File: config.mk
export PLATFORM = sky130hd
export DESIGN_NAME = rdq_front
export DESIGN_NICKNAME = d
export VERILOG_FILES = /design/src/rtl/core/rdq_pkg.sv /design/src/rtl/core/rdq_front.sv
export SDC_FILE = /design/constraint.sdc
export NUM_CORES = 1
export LEC_CHECK = 0
export BUFFER_PORTS_ARGS = -buffer_cell sky130_fd_sc_hd__buf_2
export CORE_AREA = 2 2 111 70
export DETAILED_ROUTE_END_ITERATION = 8
export DIE_AREA = 0 0 113 72
export GPL_TIMING_DRIVEN = 0
export PLACE_DENSITY = 0.76
export SLEW_MARGIN = 0
export SYNTH_ARGS = -nofsm -noshare
export SYNTH_HDL_FRONTEND = slang
export SYNTH_SLANG_ARGS = --single-unit
File: constraint.sdc
create_clock -name clk -period 11.1 [get_ports clk]
set_clock_uncertainty 0.1 [all_clocks]
set_input_delay 3.33 -clock clk [delete_from_list [all_inputs] [get_ports clk]]
set_output_delay 3.33 -clock clk [all_outputs]
set_load 0.05 [all_outputs]
File: src/rtl/core/rdq_pkg.sv
package rdq_pkg;

    // default sizing
    localparam int DEPTH_DEFAULT      = 256;
    localparam int ITEM_WIDTH_DEFAULT = 32;

    // fixed port widths
    localparam int KIND_W      = 3;
    localparam int ITEM_PORT_W = 32;
    localparam int POS_W       = 8;
    localparam int COUNT_W     = 9;
    localparam int STATUS_W    = 2;
    localparam int ACCESS_W    = 2;

    // request kinds
    localparam logic [KIND_W-1:0] KIND_PUSH_FRONT = 3'd0;
    localparam logic [KIND_W-1:0] KIND_PUSH_BACK  = 3'd1;
    localparam logic [KIND_W-1:0] KIND_POP_FRONT  = 3'd2;
    localparam logic [KIND_W-1:0] KIND_POP_BACK   = 3'd3;
    localparam logic [KIND_W-1:0] KIND_READ       = 3'd4;
    localparam logic [KIND_W-1:0] KIND_WRITE      = 3'd5;
    localparam logic [KIND_W-1:0] KIND_COUNT      = 3'd6;

    // status codes
    localparam logic [STATUS_W-1:0] ST_OK    = 2'd0;
    localparam logic [STATUS_W-1:0] ST_FULL  = 2'd1;
    localparam logic [STATUS_W-1:0] ST_EMPTY = 2'd2;
    localparam logic [STATUS_W-1:0] ST_RANGE = 2'd3;

    // store access carried out by the back end
    localparam logic [ACCESS_W-1:0] ACC_NONE  = 2'd0;
    localparam logic [ACCESS_W-1:0] ACC_READ  = 2'd1;
    localparam logic [ACCESS_W-1:0] ACC_WRITE = 2'd2;

    // command queue between front and back
    localparam int QUEUE_DEPTH = 2;

    typedef struct packed {
        logic [ACCESS_W-1:0] access;
        logic [STATUS_W-1:0] status;
    } cmd_ctrl_t;

endpackage

File: src/rtl/core/rdq_front.sv
module rdq_front #(
    parameter int DEPTH      = rdq_pkg::DEPTH_DEFAULT,
    parameter int ITEM_WIDTH = rdq_pkg::ITEM_WIDTH_DEFAULT,
    localparam int SLOT_W    = $clog2(DEPTH),
    localparam int CNT_W     = $clog2(DEPTH + 1)
) (
    input  logic                           clk,
    input  logic                           rst_n,
    input  logic                           req_valid,
    output logic                           req_ready,
    input  logic [rdq_pkg::KIND_W-1:0]      kind,
    input  logic [rdq_pkg::ITEM_PORT_W-1:0] item_in,
    input  logic [rdq_pkg::POS_W-1:0]       position,
    output logic                           cmd_valid,
    input  logic                           cmd_ready,
    output rdq_pkg::cmd_ctrl_t             cmd_ctrl,
    output logic [SLOT_W-1:0]              cmd_slot,
    output logic [ITEM_WIDTH-1:0]          cmd_item,
    output logic [CNT_W-1:0]               cmd_count
);
    import rdq_pkg::*;

    localparam int SUM_W = SLOT_W + 1;
    localparam int CMP_W = (CNT_W > POS_W) ? CNT_W : POS_W;

    logic [SLOT_W-1:0] front_reg;
    logic [SLOT_W-1:0] front_next;
    logic [CNT_W-1:0]  count_reg;
    logic [CNT_W-1:0]  count_next;
    logic              accept;
    logic              is_full;
    logic              is_empty;
    logic              in_range;

    // sum below twice the depth folds back with one compare and subtract
    function automatic logic [SLOT_W-1:0] wrap_slot(input logic [SUM_W-1:0] s);
        logic [SUM_W-1:0] t;
        t = (s >= SUM_W'(DEPTH)) ? (s - SUM_W'(DEPTH)) : s;
        return t[SLOT_W-1:0];
    endfunction

    assign req_ready = cmd_ready;
    assign cmd_valid = req_valid;
    assign accept    = req_valid && cmd_ready;
    assign cmd_item  = ITEM_WIDTH'(item_in);
    assign cmd_count = count_next;

    assign is_full  = (count_reg == CNT_W'(DEPTH));
    assign is_empty = (count_reg == '0);
    assign in_range = (CMP_W'(position) < CMP_W'(count_reg));

    always_comb
    begin
        front_next      = front_reg;
        count_next      = count_reg;
        cmd_ctrl.access = ACC_NONE;
        cmd_ctrl.status = ST_OK;
        cmd_slot        = front_reg;
        case (kind)
            KIND_PUSH_FRONT:
            begin
                if (is_full)
                begin
                    cmd_ctrl.status = ST_FULL;
                end
                else
                begin
                    front_next      = (front_reg == '0) ? SLOT_W'(DEPTH - 1)
                                                        : (front_reg - 1'b1);
                    cmd_slot        = front_next;
                    cmd_ctrl.access = ACC_WRITE;
                    count_next      = count_reg + 1'b1;
                end
            end
            KIND_PUSH_BACK:
            begin
                if (is_full)
                begin
                    cmd_ctrl.status = ST_FULL;
                end
                else
                begin
                    cmd_slot        = wrap_slot(SUM_W'(front_reg) + SUM_W'(count_reg));
                    cmd_ctrl.access = ACC_WRITE;
                    count_next      = count_reg + 1'b1;
                end
            end
            KIND_POP_FRONT:
            begin
                if (is_empty)
                begin
                    cmd_ctrl.status = ST_EMPTY;
                end
                else
                begin
                    cmd_slot        = front_reg;
                    cmd_ctrl.access = ACC_READ;
                    front_next      = wrap_slot(SUM_W'(front_reg) + SUM_W'(1));
                    count_next      = count_reg - 1'b1;
                end
            end
            KIND_POP_BACK:
            begin
                if (is_empty)
                begin
                    cmd_ctrl.status = ST_EMPTY;
                end
                else
                begin
                    cmd_slot        = wrap_slot(SUM_W'(front_reg) + SUM_W'(count_reg)
                                                - SUM_W'(1));
                    cmd_ctrl.access = ACC_READ;
                    count_next      = count_reg - 1'b1;
                end
            end
            KIND_READ, KIND_WRITE:
            begin
                if (!in_range)
                begin
                    cmd_ctrl.status = ST_RANGE;
                end
                else
                begin
                    cmd_slot        = wrap_slot(SUM_W'(front_reg) + SUM_W'(position));
                    cmd_ctrl.access = (kind == KIND_READ) ? ACC_READ : ACC_WRITE;
                end
            end
            default:
            begin
                // count request and the unused code: report only
                cmd_ctrl.status = ST_OK;
            end
        endcase
    end

    always_ff @(posedge clk or negedge rst_n)
    begin
        if (!rst_n)
        begin
            front_reg <= '0;
            count_reg <= '0;
        end
        else if (accept)
        begin
            front_reg <= front_next;
            count_reg <= count_next;
        end
    end

endmodule

== After elaboration in Yosys (flattened, before gate mapping) ==
Index checks and enable logic that the tools add are counted.

* Register bits after elaboration: 17
* Input port bits: 47
* Output and inout port bits: 55
* Word-level logic and storage cells: 58

* Add/subtract/negate cells: 11
* Order comparisons: 5
* Equality and inequality tests: 7
* Muxes and demuxes: 24
* Reductions and logical operators: 9

{| class="wikitable"
|+ Operators by type and width
! cell !! count
|-
| $mux W8 || 10
|-
| $sub A8 B1 Y8 const B || 5
|-
| $ge A9 B9 Y1 const B || 4
|-
| $pmux W8 S4 || 1
|-
| $mux W9 || 2
|-
| $pmux W9 S2 || 1
|-
| $sub A9 B1 Y9 const B || 2
|-
| $pmux W8 S2 || 1
|-
| $pmux W2 S3 || 2
|-
| $mux W2 || 5
|-
| $add A8 B1 Y9 const B || 1
|-
| $add A8 B8 Y9 || 1
|-
| $add A8 B9 Y9 || 1
|-
| $add A9 B1 Y9 const B || 1
|-
| $eq A9 B9 Y1 const B || 1
|-
| $logic_not A9 Y1 || 1
|-
| $lt A8 B9 Y1 || 1
|-
| $logic_not A8 Y1 || 1
|-
| $eq A3 B2 Y1 const B || 2
|-
| $eq A3 B3 Y1 const B || 2
|-
| $reduce_or A2 Y1 || 3
|-
| $eq A3 B1 Y1 const B || 1
|-
| $logic_not A3 Y1 || 1
|-
| $reduce_and A3 Y1 || 1
|-
| other kinds (4) || 5
|}

== Logic depth before layout (Yosys ltp) ==
* Word-level depth: 6
* Depth in mapped cells: 11
* Mapped depth without buffers: 11

== Least setup slack after synthesis ==
No wires, ideal clock.

* Kind: in2out
* Start: input port position[6] (netlist bit)
* End: output port cmd_slot[0]
* Data arrival time: 5.819 ns
* Setup slack: 1.851 ns
* Stages on the path: 8
* Path buffers: 0
* Path through: ha_1 > nand4_1 > a211o_1 > a211oi_1 > nand2_1 > nand2_1 > a21oi_1 > o21ai_0

* Cells in the longest elaborated chain, start to end: 5

{| class="wikitable"
|+ Ends and longest elaborated chain
! item !! RTL line !! text
|-
| start, declared || rdq_front.sv:13 || <nowiki>input logic [rdq_pkg::POS_W-1:0] position,</nowiki>
|-
| $add A8 B8 Y9 || rdq_front.sv:124 || <nowiki>cmd_slot = wrap_slot(SUM_W'(front_reg) + SUM_W'(position));</nowiki>
|-
| $ge A9 B9 Y1 || rdq_front.sv:38 || <nowiki>t = (s >= SUM_W'(DEPTH)) ? (s - SUM_W'(DEPTH)) : s;</nowiki>
|-
| $mux W8 || rdq_front.sv:38 ||
|-
| $mux W8 (*) || rdq_front.sv:118 || <nowiki>if (!in_range)</nowiki>
|-
| $pmux W8 S4 (*) || rdq_front.sv:59 || <nowiki>case (kind)</nowiki>
|-
| end, declared || rdq_front.sv:17 || <nowiki>output logic [SLOT_W-1:0] cmd_slot,</nowiki>
|}

Every way passes the cells marked *; elsewhere a longest branch is shown, timed or not.

== Worst setup path in the final report ==
* Start: input port position[1] (netlist bit)
* End: output port cmd_slot[0]

Same word-level chain as after synthesis.

==> results.json <==
{
  "outcome": "complete, but fails checks",
  "violations": "design-rule violations",
  "holdBufCountCts": 0,
  "post_synth.cell_area_avg_sq_um": 7.22,
  "wirelength_um": 10600,
  "clockBufferDepth": 2,
  "cts_sinks": 17,
  "grt_pass1_wl_um": 16300,
  "drive_above_1_share_pct": 23.8,
  "largest_reg_flops": 9,
  "gp_congestion": 1.01,
  "ys_top_cells_by_count": "nor2_1, nand2_1, buf_4",
  "peakVddDrop_mv": 0.219,
  "start_util_pct": 44.2,
  "synth_edf_count": 0,
  "rsz0062_at_grt": "no",
  "ys_ff_latch": 17,
  "io_pins": 102,
  "syn-cell-area_sq_mm": 0.00313,
  "crit_fanout": 6,
  "dp_hpwl_um": 8420,
  "yosys.area.top_type": "dfrtp_1",
  "n_antenna_cell": 0,
  "r2r-end": "front_reg[3]",
  "instances_no_fill": 596,
  "ctsResizeCount": 0,
  "netlist_instances": 434,
  "htreeDepth": 1,
  "hold_violations": 0,
  "drv_slew": 0,
  "tightest_slew_ns": 0.829,
  "num-fill-cells": 733,
  "synthArstFlopShare_pct": 100,
  "setup_tns_ns": 0,
  "period_minus_slack_ns": 9.35,
  "fp.dieH_um": 72,
  "first_iter_violations": 414,
  "crit_path_start_kind": "input pin",
  "power.density_mw_per_mm2": 315,
  "yosysTopAreaCellShare_pct": 13.6,
  "setup_viol": 0,
  "seq_area_frac_synth_pct": 13.6,
  "vias": 3495,
  "hold_start": "count_reg[7]",
  "hold_path.class": "register to register",
  "cts_setup_buffers": 0,
  "fin_crit_sh_pct": 84.3,
  "antenna_found_initial": 0,
  "first_pass_iters": 7,
  "drv_cap": 0,
  "leakagePower_nw": 1.69,
  "synth.most_common_cell": "nor2_1",
  "worstHoldPathCells": 1,
  "drc": 2,
  "r2r_start": "count_reg[1]",
  "drtAntennaViolNets": 0,
  "clk_latency_ns": 0.26,
  "worstHoldEndpoint": "count_reg[7]",
  "portBuffers": 67,
  "grt_overflow": 0,
  "grt_pass1_vias": 3113,
  "dieArea_sq_mm": 0.00814,
  "startpoint": "position[1]",
  "via_per_inst": 5.86,
  "num-nets-final": 582,
  "die_x_um": 113,
  "worstSetupPathType": "input pin to primary output",
  "path_clk_slew_ns": 0.06,
  "slew-limit-headroom_pct": 44.4,
  "core_sq_mm": 0.00709,
  "cts_made_buffers": 3,
  "arrival_ns": 5.92,
  "ys_warn_count": 0,
  "endpoint_kind": "primary output",
  "fmax_mhz": 107,
  "grt_start_max_net_pins": 18,
  "syn_nets": 510,
  "clockRootBuffer": "clkbuf_16",
  "routedWlPerCell_um": 17.7,
  "dp.cells": 592,
  "cts_tree": "yes",
  "syn2layout_area_growth_pct": 16.9,
  "synth_area_leaders": "dfrtp_1, ha_1, buf_4, xnor2_1, a21oi_1",
  "grt_usage_pct": 25.4,
  "synthFlopType": "dfrtp_1",
  "r2r_slack_ns": 7.99,
  "reg2reg_depth": 8,
  "required_ns": 7.67,
  "rows": 24,
  "ys_types": 64
}
==> report_power, final <==
part           switching, mW  total, mW  internal, mW  leakage, nW
Combinational          0.609      0.931         0.322         1.44
Sequential            0.0557      0.144        0.0886        0.206
Clock                 0.0296     0.0780        0.0485       0.0409
==> through the flow <==
stage	instance area [sq um]	total power, mW	hold slack (ns)	setup slack (ns)	util (%)
floorplan	3130	0.841	0.413	1.85	-
global placement	3580	1.04	0.482	1.86	50.6
detailed placement	3580	1.05	0.497	1.87	50.6
CTS	3660	1.13	0.511	1.86	51.7
global route	3660	1.23	0.553	1.60	51.7
finish	3660	1.15	0.509	1.75	51.7
==> kinds of logic after synthesis <==
kind of cell | synth area share [%]
simple gates | 23.6
compound gates | 26.0
buf+inv | 13.9
xor+xnor | 8.94
fa+ha+maj | 12.1
flops | 13.6
mux | 1.96
==> worst max path at each step <==
stage	endpoint	slack, ns	depth (start not counted)
floorplan	cmd_slot[0]	1.85	8
global placement	cmd_slot[0]	1.86	10
detailed placement	cmd_slot[0]	1.87	10
CTS	cmd_slot[0]	1.86	10
global route	cmd_slot[0]	1.60	10
finish	cmd_slot[0]	1.75	10
==> layout make-up <==
type / count / area [sq um] / share of cell area (%)
flip-flops and latches: 17 / 425 / 11.6
multi-input cells: 342 / 2270 / 62.1
clock buffers: 3 / 75.1 / 2.05
well taps: 91 / 114 / 3.11
repair buffers: 67 / 335 / 9.15
plain buffers: 57 / 367 / 10.0
inverters: 18 / 67.6 / 1.84
clock inverters: 1 / 5.00 / 0.137
==> cell usage in the layout (no fill, tap or decap), types with 8 or more instances in the layout <==
master    instances
buf_2            69
nor2_1           44
nand2_1          39
buf_4            36
a21oi_1          33
ha_1             27
o21ai_0          26
xnor2_1          22
nor3_1           18
inv_1            17
dfrtp_1          17
clkbuf_1         15
xor2_1           10
nand3_1           9
o22ai_1           9
a21o_1            8
==> routing by layer <==
metal	wire, um	part of all wire (%)	vias up	track usage [%]
li1	-	-	1679	-
met1	4760	45	1594	38.2
met2	4140	39	213	35.1
met3	1580	15	9	8.94
met4	70	0.66	0	3.93
met5	0	0	-	0
==> worst max-delay path: stages <==
cell      delay (ns)
buf_2           0.14
ha_1            0.27
o21ai_0         0.08
a211o_1         0.27
a211oi_1        0.68
nand2_1         0.33
nand2_1         0.27
a21oi_1         0.06
o21ai_0         0.21
buf_2           0.30
No activity file was read; power rests on OpenSTA's default activity.
