--- config.mk ---
export PLATFORM = sky130hd
export DESIGN_NAME = rdq_queue
export DESIGN_NICKNAME = d
export VERILOG_FILES = /design/src/rtl/core/rdq_pkg.sv /design/src/rtl/core/rdq_queue.sv
export SDC_FILE = /design/constraint.sdc
export NUM_CORES = 1
export LEC_CHECK = 0
export BUFFER_PORTS_ARGS = -buffer_cell sky130_fd_sc_hd__buf_4
export CAP_MARGIN = 20
export CORE_AREA = 2 2 39 41
export CTS_CLUSTER_DIAMETER = 40
export CTS_CLUSTER_SIZE = 24
export DETAILED_ROUTE_END_ITERATION = 10
export DIE_AREA = 0 0 41 43
export GPL_ROUTABILITY_DRIVEN = 0
export PLACE_DENSITY_LB_ADDON = 0.1
export SYNTH_ARGS = -nofsm -noshare
export SYNTH_HDL_FRONTEND = slang
export SYNTH_SLANG_ARGS = --single-unit
--- constraint.sdc ---
create_clock -name clk -period 3.5 [get_ports clk]
set_input_delay 0.35 -clock clk [delete_from_list [all_inputs] [get_ports clk]]
set_output_delay 0.35 -clock clk [all_outputs]
set_load 0.005 [all_outputs]
--- src/rtl/core/rdq_pkg.sv ---
package rdq_pkg;

    // default sizing
    localparam int DEPTH_DEFAULT      = 256;
    localparam int ITEM_WIDTH_DEFAULT = 32;

    // fixed port widths
    localparam int KIND_W      = 3;
    localparam int ITEM_PORT_W = 32;
    localparam int POS_W       = 8;
    localparam int COUNT_W     = 9;
    localparam int STATUS_W    = 2;
    localparam int ACCESS_W    = 2;

    // request kinds
    localparam logic [KIND_W-1:0] KIND_PUSH_FRONT = 3'd0;
    localparam logic [KIND_W-1:0] KIND_PUSH_BACK  = 3'd1;
    localparam logic [KIND_W-1:0] KIND_POP_FRONT  = 3'd2;
    localparam logic [KIND_W-1:0] KIND_POP_BACK   = 3'd3;
    localparam logic [KIND_W-1:0] KIND_READ       = 3'd4;
    localparam logic [KIND_W-1:0] KIND_WRITE      = 3'd5;
    localparam logic [KIND_W-1:0] KIND_COUNT      = 3'd6;

    // status codes
    localparam logic [STATUS_W-1:0] ST_OK    = 2'd0;
    localparam logic [STATUS_W-1:0] ST_FULL  = 2'd1;
    localparam logic [STATUS_W-1:0] ST_EMPTY = 2'd2;
    localparam logic [STATUS_W-1:0] ST_RANGE = 2'd3;

    // store access carried out by the back end
    localparam logic [ACCESS_W-1:0] ACC_NONE  = 2'd0;
    localparam logic [ACCESS_W-1:0] ACC_READ  = 2'd1;
    localparam logic [ACCESS_W-1:0] ACC_WRITE = 2'd2;

    // command queue between front and back
    localparam int QUEUE_DEPTH = 2;

    typedef struct packed {
        logic [ACCESS_W-1:0] access;
        logic [STATUS_W-1:0] status;
    } cmd_ctrl_t;

endpackage

--- src/rtl/core/rdq_queue.sv ---
module rdq_queue #(
    parameter int WIDTH = 1
) (
    input  logic             clk,
    input  logic             rst_n,
    input  logic             push_valid,
    output logic             push_ready,
    input  logic [WIDTH-1:0] push_data,
    output logic             pop_valid,
    input  logic             pop_ready,
    output logic [WIDTH-1:0] pop_data
);
    import rdq_pkg::*;

    localparam int PTR_W  = $clog2(QUEUE_DEPTH);
    localparam int FILL_W = $clog2(QUEUE_DEPTH + 1);

    logic [WIDTH-1:0]  entry_reg [QUEUE_DEPTH];
    logic [PTR_W-1:0]  wr_ptr_reg;
    logic [PTR_W-1:0]  wr_ptr_next;
    logic [PTR_W-1:0]  rd_ptr_reg;
    logic [PTR_W-1:0]  rd_ptr_next;
    logic [FILL_W-1:0] fill_reg;
    logic [FILL_W-1:0] fill_next;
    logic              do_push;
    logic              do_pop;

    assign push_ready = (fill_reg != FILL_W'(QUEUE_DEPTH));
    assign pop_valid  = (fill_reg != '0);
    assign pop_data   = entry_reg[rd_ptr_reg];
    assign do_push    = push_valid && push_ready;
    assign do_pop     = pop_valid && pop_ready;

    always_comb
    begin
        wr_ptr_next = wr_ptr_reg;
        rd_ptr_next = rd_ptr_reg;
        fill_next   = fill_reg;
        if (do_push)
        begin
            wr_ptr_next = (wr_ptr_reg == PTR_W'(QUEUE_DEPTH - 1)) ? '0 : (wr_ptr_reg + 1'b1);
        end
        if (do_pop)
        begin
            rd_ptr_next = (rd_ptr_reg == PTR_W'(QUEUE_DEPTH - 1)) ? '0 : (rd_ptr_reg + 1'b1);
        end
        if (do_push && !do_pop)
        begin
            fill_next = fill_reg + 1'b1;
        end
        else if (do_pop && !do_push)
        begin
            fill_next = fill_reg - 1'b1;
        end
    end

    always_ff @(posedge clk or negedge rst_n)
    begin
        if (!rst_n)
        begin
            wr_ptr_reg <= '0;
            rd_ptr_reg <= '0;
            fill_reg   <= '0;
        end
        else
        begin
            wr_ptr_reg <= wr_ptr_next;
            rd_ptr_reg <= rd_ptr_next;
            fill_reg   <= fill_next;
        end
    end

    always_ff @(posedge clk)
    begin
        if (do_push)
        begin
            entry_reg[wr_ptr_reg] <= push_data;
        end
    end

endmodule

# Word-level counts from Yosys, hierarchy flattened
# Memory sizes are Yosys's and may differ from the RTL's.
# Index checks and enable logic that the tools add are counted.
[totals]
out_inout_bits = 3
input_bits = 5
ff_bits = 4
word_cells = 23
mem_count = 1
mem_bits_rw = 2
[mem_list]
columns = ["name", "words", "width", "rd", "rd_ports_with_merged_regs", "write_ports", "line_no", "source"]
rows = [
  ["entry_reg", 2, 1, 1, 0, 1, "rdq_queue.sv:18", "logic [WIDTH-1:0] entry_reg [QUEUE_DEPTH];"],
]
[classes]
n_eq_ne = 1
n_mux = 6
n_addsub = 4
n_reduce_logical = 8
[op_table]
columns = ["operator", "n"]
rows = [
  ["logical AND 1 bit", 4],
  ["2-to-1 mux 1 bit", 4],
  ["2-to-1 mux 2 bit", 2],
  ["nonzero test 2 bit", 2],
  ["adder 1 bit, second input constant", 2],
  ["adder 2 x 1 -> 2 bit, second input constant", 1],
  ["zero test 1 bit", 2],
  ["inequality test 2 bit, second input constant", 1],
  ["subtractor 2 x 1 -> 2 bit, second input constant", 1],
]

# Logic depth before layout (Yosys ltp)
# Gate-level depths: netlist of run 1.
[depth]
depth_word = 6
depth_mapped = 7
depth_no_buf = 7

# Least setup slack after synthesis of run 1
# Ideal clock, no wire load.
[synth_path]
path_kind = "flip-flop to flip-flop"
startpoint = "reg fill_reg[0]"
endpoint = "reg fill_reg[1]"
path_buffers = 0
path_stages_with_launch = 7
t_required_ps = 3421
path_slack_ps = 2151
period_less_slack_ps = 1349
setup_time_ps = 79
t_arrival_ps = 1270
cell_sequence = "dfrtp_1 nand2b_4 nand2_1 inv_1 ha_1 nor2_1 xor2_1"
[synth_via]
elab_chain_len = 5
elab_cells_between_ends = 13
cone_classes = "add/sub (2); eq/ne (1); mux (2); reduce/logical (8)"
[synth_lines]
columns = ["item", "line_no", "source"]
rows = [
  ["start, declared", "rdq_queue.sv:23", "logic [FILL_W-1:0] fill_reg;"],
  ["start signal, assigned", "rdq_queue.sv:69", "fill_reg <= fill_next;"],
  ["inequality test 2 bit (*)", "rdq_queue.sv:28", "assign push_ready = (fill_reg != FILL_W'(QUEUE_DEPTH));"],
  ["named net push_ready", "rdq_queue.sv:7", "output logic push_ready,"],
  ["logical AND 1 bit (*)", "rdq_queue.sv:31", "assign do_push = push_valid && push_ready;"],
  ["named net do_push", "rdq_queue.sv:25", "logic do_push;"],
  ["zero test 1 bit", "rdq_queue.sv:51", "else if (do_pop && !do_push)"],
  ["logical AND 1 bit", "rdq_queue.sv:51", ""],
  ["nonzero test 2 bit (no line)", "n/a", ""],
]
# The timed path passes the listed nets; every way through them passes the cells marked *. The select of a mux whose other input is x is not followed.
# A chain may end at the register's enable or synchronous reset.

# Worst setup path after layout of run 1
[layout_path]
startpoint = "reg fill_reg[0]"
endpoint = "reg fill_reg[1]"
[layout_via]
elab_chain_len = 5
elab_cells_between_ends = 13
cone_classes = "add/sub (2); eq/ne (1); mux (2); reduce/logical (8)"
[layout_lines]
columns = ["item", "line_no"]
rows = [
  ["inequality test 2 bit (*)", "rdq_queue.sv:28"],
  ["logical AND 1 bit (*)", "rdq_queue.sv:31"],
  ["named net do_push", "rdq_queue.sv:25"],
  ["zero test 1 bit", "rdq_queue.sv:51"],
  ["logical AND 1 bit", "rdq_queue.sv:51"],
  ["nonzero test 2 bit (no line)", "n/a"],
]
# Marked as above.

==> results.cfg, run 1 <==
[floorplanning]
die_w_um = 41
ios = 8
dieArea_sq_um = 1760
rows = 14
core_sq_um = 1380
start_util = 0.204
fp.dieH_um = 43

[timing]
final-hold-violation-count = 0
fin_worst_skew_ns = 0.00762
whs_ns = 0.290
tns_ns = 0
period_needed_ns = 1.43
setup_violations = 0
period_share = 0.409
drv_slew = 0
rsz0062_at_grt = false
fmax_mhz = 698
tightestPinTransition_ns = 0.188
relSlewSlack = 0.875

[clock_network]
cts_root_buf = clkbuf_4
clock_latency_ns = 0.24
h-tree-depth = 1
clkTransAtPathRegs_ns = 0.05
cts_buffer_depth = 2
cts_buffers = 3
cts.sinks = 6
cts_resized = 0
cts_tree = built

[setup_path]
arrival_ns = 1.59
startpoint_type = register
required_ns = 3.66
timing.rr.start = fill_reg[0]
path_class = reg -> reg
crit_fanout = 4
crit_path_start = fill_reg[0]
cp-end-kind = register

[global_routing]
grt_pass1_vias = 163
grt_use_total = 0.0637
antenna_found_initial = 0
grt_start_max_net_pins = 5
grt_pass1_wl_um = 696
grt_overflow = 0

[layout]
layout_commonest_cell = buf_4
fillers = 148
utilization = 0.283
synthToLayoutAreaGrowth_pct = 38.5
num_antenna_cells = 0
layout_common_cells = 7 x buf_4, 4 x dfrtp_1, 3 x xnor2_1, 3 x clkbuf_4
drive_gt1_frac = 0.424
fin_nets = 40

[power_and_ir_drop]
seq_power_share = 0.393
p_leak_nw = 0.182
comb_power_share = 0.408
p_int_uw = 235
power.switching_uw = 105
ir_worst_vdd_mv = 0.284
swShare = 0.309
pwr-share-clk = 0.199
p_per_area_nw_per_um2 = 868

[route]
ant_nets = 0
via_per_inst = 3.57
drc = 0
drt-total-wl_um = 440
drt_first_iter_violations = 4
dr_total_vias = 175
wl_per_cell_um = 8.98
drtPass1Iterations = 2

[synthesis]
syn_inst = 21
synth.area.top_cells = dfrtp_1 35%, edfxtp_1 21%, xnor2_1 9.3%, xor2_1 6.2%, nand2b_4 4.9%
synth_nets = 27
yosys_warnings = 0
synth_cell_types = 13
ys_seq_elements = 6
synth_area_sq_um = 283
synth_top_area_cell = dfrtp_1
avgSynthCellArea_sq_um = 13.5
yosysSeqAreaShare = 0.566
synth_top_area_frac = 0.354

[min_path]
hp-class = in -> reg
min_from = push_data

[place]
io_buffers = 7

[outcome]
status = finished, final reports clean

[run]
cap_violations = 0
## cell type report
cell class | count | area (sq um) | area share
tap | 16 | 20.0 | 0.0511
timing repair buffer | 8 | 62.6 | 0.160
clock buffer | 4 | 26.3 | 0.0671
sequential | 6 | 160 | 0.409
multi-input combinational | 14 | 119 | 0.304
inverter | 1 | 3.75 | 0.00958
## synth_stat cells, drive strengths merged
| master | instances |
|---|---|
| and3 | 1 |
| dfrtp | 4 |
| edfxtp | 2 |
| ha | 1 |
| inv | 1 |
| mux2 | 1 |
| nand2 | 2 |
| nand2b | 1 |
| nor2 | 2 |
| or2 | 1 |
| xnor2 | 3 |
| xor2 | 2 |
## final timing paths
path / end / slack, ns / cells after the start
max in group asynchronous: wr_ptr_reg / 2.95 / 2
min in group asynchronous: rd_ptr_reg / 0.44 / 2
worst min-delay path: entry_reg[0] / 0.29 / 1
worst max register to register: fill_reg[1] / 2.07 / 6
worst min register to register: rd_ptr_reg / 0.49 / 1
worst max-delay path: fill_reg[1] / 2.07 / 6
## through the flow
| step | cells | setup slack [ns] | instance area [sq um] | power [mW] |
|---|---|---|---|---|
| after detailed placement | 44 | 2.07 | 355 | 0.274 |
| after global routing | 49 | 1.96 | 392 | 0.369 |
| final | 49 | 2.07 | 392 | 0.340 |
| after floorplan | 21 | 2.15 | 283 | 0.229 |
| after CTS | 49 | 2.05 | 392 | 0.348 |
| after global placement | 44 | 2.06 | 355 | 0.273 |
## routing by layer
metal / track usage / part of all wire
met1: 0.0822 / 0.46
met5: 0 / 0
met2: 0.0719 / 0.44
met4: 0.0200 / 0
met3: 0.0628 / 0.10
## cell families after synthesis
| kind of cell | after synthesis | synth area share |
|---|---|---|
| xor+xnor | 5 | 0.155 |
| fa+ha+maj | 1 | 0.0442 |
| buf+inv | 1 | 0.0133 |
| flops | 6 | 0.566 |
| mux | 1 | 0.0398 |
| simple gates | 7 | 0.181 |
## repair_timing
item | 4_1_cts | 5_1_grt
hold buffers | 1 | 0
endpoints found under the hold margin | 4 | 0
setup buffers | 0 | 0
## critical path: stages, from the launching register on
cell      delay [ns]
dfrtp_1         0.42
nand2b_4        0.16
nand2_1         0.11
inv_1           0.06
ha_1            0.32
nor2_1          0.14
xor2_1          0.15
## power by group through the flow
stage	clock, mW	combinational, mW	sequential (mW)
5_1_grt	0.0774	0.154	0.137
6_report	0.0676	0.139	0.134
4_1_cts	0.0721	0.141	0.134
3_3_place_gp	0	0.139	0.134
3_5_place_dp	0	0.138	0.135
2_1_floorplan	0	0.0996	0.129
Note: power is estimated with default switching activity, not from simulation.
==> run 2, diff against run 1 <==
Clock period 3.5 ns to 1.2 ns, I/O delays scaled along.
==> results.cfg, run 2 (synthesis gave the netlist of run 1 again) <==
[run]
cap_violations = 0

[place]
io_buffers = 7
placedCellCount = 49
dp_hpwl_um = 391
postPlaceCellArea_sq_um = 408

[floorplanning]
dieArea_sq_um = 1760
start_util = 0.204
die_w_um = 41
fp.dieH_um = 43
core_sq_um = 1380
ios = 8
rows = 14

[route]
drt_first_iter_violations = 0
drc = 0
drt-total-wl_um = 520
drtPass1Iterations = 1
wl_per_cell_um = 8.97
via_per_inst = 3.60
ant_nets = 0
dr_total_vias = 209

[power_and_ir_drop]
power.switching_uw = 390
p_int_uw = 902
p_per_area_nw_per_um2 = 2560
pwr-share-clk = 0.149
p_leak_nw = 0.233
swShare = 0.302
seq_power_share = 0.298
comb_power_share = 0.553
ir_worst_vdd_mv = 0.748

[setup_path]
path_class = reg -> reg
cp-end-kind = register
r2r_slack_ns = -0.12
r2r_end = fill_reg[1]
reg2reg_depth = 6
timing.rr.start = fill_reg[1]
startpoint_type = register
required_ns = 1.31
crit_path_end = fill_reg[1]
crit_path_start = fill_reg[1]
crit_fanout = 3
arrival_ns = 1.44

[global_routing]
grt_use_total = 0.0810
grt_start_max_net_pins = 5
antenna_found_initial = 0
grt_overflow = 0
grt_pass1_wl_um = 876
grt_pass1_vias = 217

[timing]
drv_slew = 0
fmax_mhz = 757
tns_ns = -0.197
rsz0062_at_grt = true
tightestPinTransition_ns = 0.179
period_needed_ns = 1.32
relSlewSlack = 0.881
final-hold-violation-count = 0
fin_worst_skew_ns = 0.00648
period_share = 1.10
finalWorstSetupSlack_ns = -0.121
whs_ns = 0.0636
setup_violations = 2

[outcome]
status = finished with violations
violations = negative setup slack

[layout]
layout_commonest_cell = buf_4
synthToLayoutAreaGrowth_pct = 78.8
drive_gt1_frac = 0.667
num_antenna_cells = 0
fin_nets = 49
final_area_sq_um = 505
stdcell_count = 58
layout_common_cells = 14 x buf_4, 4 x dfrtp_1, 3 x xnor2_1, 3 x clkbuf_4

[clock_network]
cts_buffers = 3
cts_tree = built
cts_buffer_depth = 2
cts.sinks = 6
clkTransAtPathRegs_ns = 0.05
clock_latency_ns = 0.24
cts_root_buf = clkbuf_4
h-tree-depth = 1

[min_path]
hp-class = in -> reg
min_from = push_data
==> run 2: repair_timing <==
item,CTS,global route
buffers inserted,1,3
hold buffers,1,0
setup endpoints to repair,2,5
pin swaps,4,3
endpoints found under the hold margin,4,0
gates resized for setup,0,9
==> run 2: power groups by stage <==
stage / clock, mW / sequential, mW / combinational [mW]
global route: 0.227 / 0.395 / 0.781
detailed placement: 0 / 0.377 / 0.560
CTS: 0.205 / 0.372 / 0.596
floorplan: 0 / 0.377 / 0.318
finish: 0.192 / 0.385 / 0.715
global placement: 0 / 0.378 / 0.554
==> run 2: cell type report <==
class	instances	area, sq um
repair buffers	17	138
multi-input cells	14	155
fillers	137	878
flip-flops and latches	6	160
well taps	16	20.0
inverters	1	6.26
clock buffers	4	26.3
==> run 2: how the worst min path moves through the flow <==
| stage | end | slack, ns | cells after the start |
|---|---|---|---|
| 2_1_floorplan | fill_reg[0] | -0.18 | 0 |
| 3_5_place_dp | rd_ptr_reg | -0.08 | 1 |
| 4_1_cts | entry_reg[0] | 0.05 | 1 |
| 6_report | entry_reg[0] | 0.06 | 1 |
| 5_1_grt | entry_reg[0] | 0.04 | 1 |
| 3_3_place_gp | rd_ptr_reg | -0.08 | 1 |
==> run 2: per-stage QoR <==
stage	util	setup slack, ns	power, mW
after floorplan	-	-0.115	0.694
after global placement	0.295	-0.159	0.932
after detailed placement	0.295	-0.152	0.937
after CTS	0.326	-0.150	1.17
after global routing	0.365	-0.200	1.40
final	0.365	-0.121	1.29
==> run 2: critical path, stage by stage, from the launching register on <==
cell and delay [ns]:
dfrtp_1 0.41, or2_4 0.26, nand2_4 0.07, ha_4 0.12, xor2_1 0.14, nor2_1 0.07
xor2_1 0.14
==> run 2: layer usage <==
layer  global-route usage  share of wire
met2                0.103           0.52
met5                    0              0
met3               0.0785          0.040
met1               0.0858           0.42
met4               0.0400          0.013
==> run 3, diff against run 2 <==
Settings changed: CELL_PAD_IN_SITES_DETAIL_PLACEMENT set to 2, CELL_PAD_IN_SITES_GLOBAL_PLACEMENT set to 2.
==> results.cfg, run 3 (synthesis gave the netlist of run 1 again) <==
[timing]
period_share = 1.10
setup_violations = 2
tightestPinTransition_ns = 0.152
finalWorstSetupSlack_ns = -0.117
relSlewSlack = 0.899
rsz0062_at_grt = true
fin_worst_skew_ns = 0.00108
period_needed_ns = 1.32
final-hold-violation-count = 0
drv_slew = 0
fmax_mhz = 759

[global_routing]
grt_start_max_net_pins = 5
grt_pass1_wl_um = 1030
grt_pass1_vias = 233
grt_overflow = 0
antenna_found_initial = 0
grt_use_total = 0.0939

[floorplanning]
dieArea_sq_um = 1760
ios = 8
start_util = 0.204
die_w_um = 41
fp.dieH_um = 43
core_sq_um = 1380
rows = 14

[setup_path]
crit_fanout = 3
crit_top_cell = xor2_1
arrival_ns = 1.44
cp-end-kind = register
path_class = reg -> reg
startpoint_type = register
crit_buf_inv = 0
cp_top_family = flip-flops
required_ns = 1.32
path_cells = or2_4 -> nand2_4 -> ha_4 -> xor2_1 -> nor2_1 -> xor2_1
worst_path_max_delay_cell = dfrtp_1
max_stage_delay_ns = 0.41

[route]
via_per_inst = 3.88
dr_total_vias = 217
drc = 0
drt-total-wl_um = 659
ant_nets = 0
wl_per_cell_um = 11.8
drt_first_iter_violations = 2
drtPass1Iterations = 2

[layout]
fillers = 146
layout_commonest_cell = buf_4
fin_nets = 48
final_area_sq_um = 468
drive_gt1_frac = 0.650
multi_input_area_sq_um = 139
synthToLayoutAreaGrowth_pct = 65.5
num_antenna_cells = 0
layout_common_cells = 15 x buf_4, 4 x dfrtp_1, 3 x xnor2_1, 3 x clkbuf_4
regArea_sq_um = 160

[run]
cap_violations = 0

[power_and_ir_drop]
ir_worst_vdd_mv = 0.892
p_per_area_nw_per_um2 = 2600
total_power_mw = 1.22
p_leak_nw = 0.216

[outcome]
violations = negative setup slack
status = finished with violations

[place]
postPlaceCellArea_sq_um = 408
io_buffers = 7

[min_path]
hp-class = in -> reg

[clock_network]
cts_tree = built
clkTransAtPathRegs_ns = 0.05
cts_buffer_depth = 2
cts_buffers = 3
h-tree-depth = 1
cts_root_buf = clkbuf_4
clock_latency_ns = 0.24
cts.sinks = 6
==> run 3: final timing paths <==
check | from | to | slack (ns) | depth (start not counted)
max in group asynchronous | rst_n | wr_ptr_reg | 0.88 | 2
min reg2reg | wr_ptr_reg | wr_ptr_reg | 0.50 | 1
max | fill_reg[1] | fill_reg[1] | -0.12 | 6
max reg2reg | fill_reg[1] | fill_reg[1] | -0.12 | 6
min | push_data | entry_reg[0] | 0.06 | 1
min in group asynchronous | rst_n | fill_reg[0] | 0.22 | 2
==> run 3: timing repair <==
| item | CTS | global route |
|---|---|---|
| pin swaps | 2 | 0 |
| setup buffers | 1 | 2 |
| endpoints found under the hold margin | 4 | 0 |
| resized for setup | 1 | 1 |
| hold buffers | 1 | 0 |
| endpoints found under the setup margin | 4 | 5 |
==> run 3: where the power goes <==
| group | leakage (nW) | total (mW) | internal (mW) | switching (mW) |
|---|---|---|---|---|
| clock | 0.0138 | 0.186 | 0.113 | 0.0727 |
| combinational | 0.137 | 0.658 | 0.424 | 0.234 |
| sequential | 0.0652 | 0.372 | 0.308 | 0.0645 |
==> run 3: final cells by class <==
| type | instances | share of cell area |
|---|---|---|
| multi-input combinational | 14 | 0.297 |
| inverter | 1 | 0.00802 |
| clock buffer | 3 | 0.0481 |
| tap | 16 | 0.0428 |
| timing repair buffer | 16 | 0.262 |
| sequential | 6 | 0.342 |
==> run 3: stage by stage <==
step           utilization  instances  worst slack, ns  hold slack (ns)  setup TNS, ns
6_report             0.338         56           -0.117           0.0633         -0.198
5_1_grt              0.338         56           -0.182           0.0469         -0.409
4_1_cts              0.324         54           -0.128           0.0525         -0.128
3_5_place_dp         0.295         49           -0.147          -0.0756         -0.147
3_3_place_gp         0.295         49           -0.121          -0.0780         -0.121
2_1_floorplan            -         21           -0.115           -0.176         -0.115
==> run 3: per-layer routing <==
layer | track usage | vias to the layer above | share of wire
met2 | 0.138 | 5 | 0.54
met3 | 0.0157 | 0 | 0.042
met1 | 0.111 | 105 | 0.42
met4 | 0.0800 | 0 | 0
met5 | 0 | - | 0
li1 | - | 107 | -
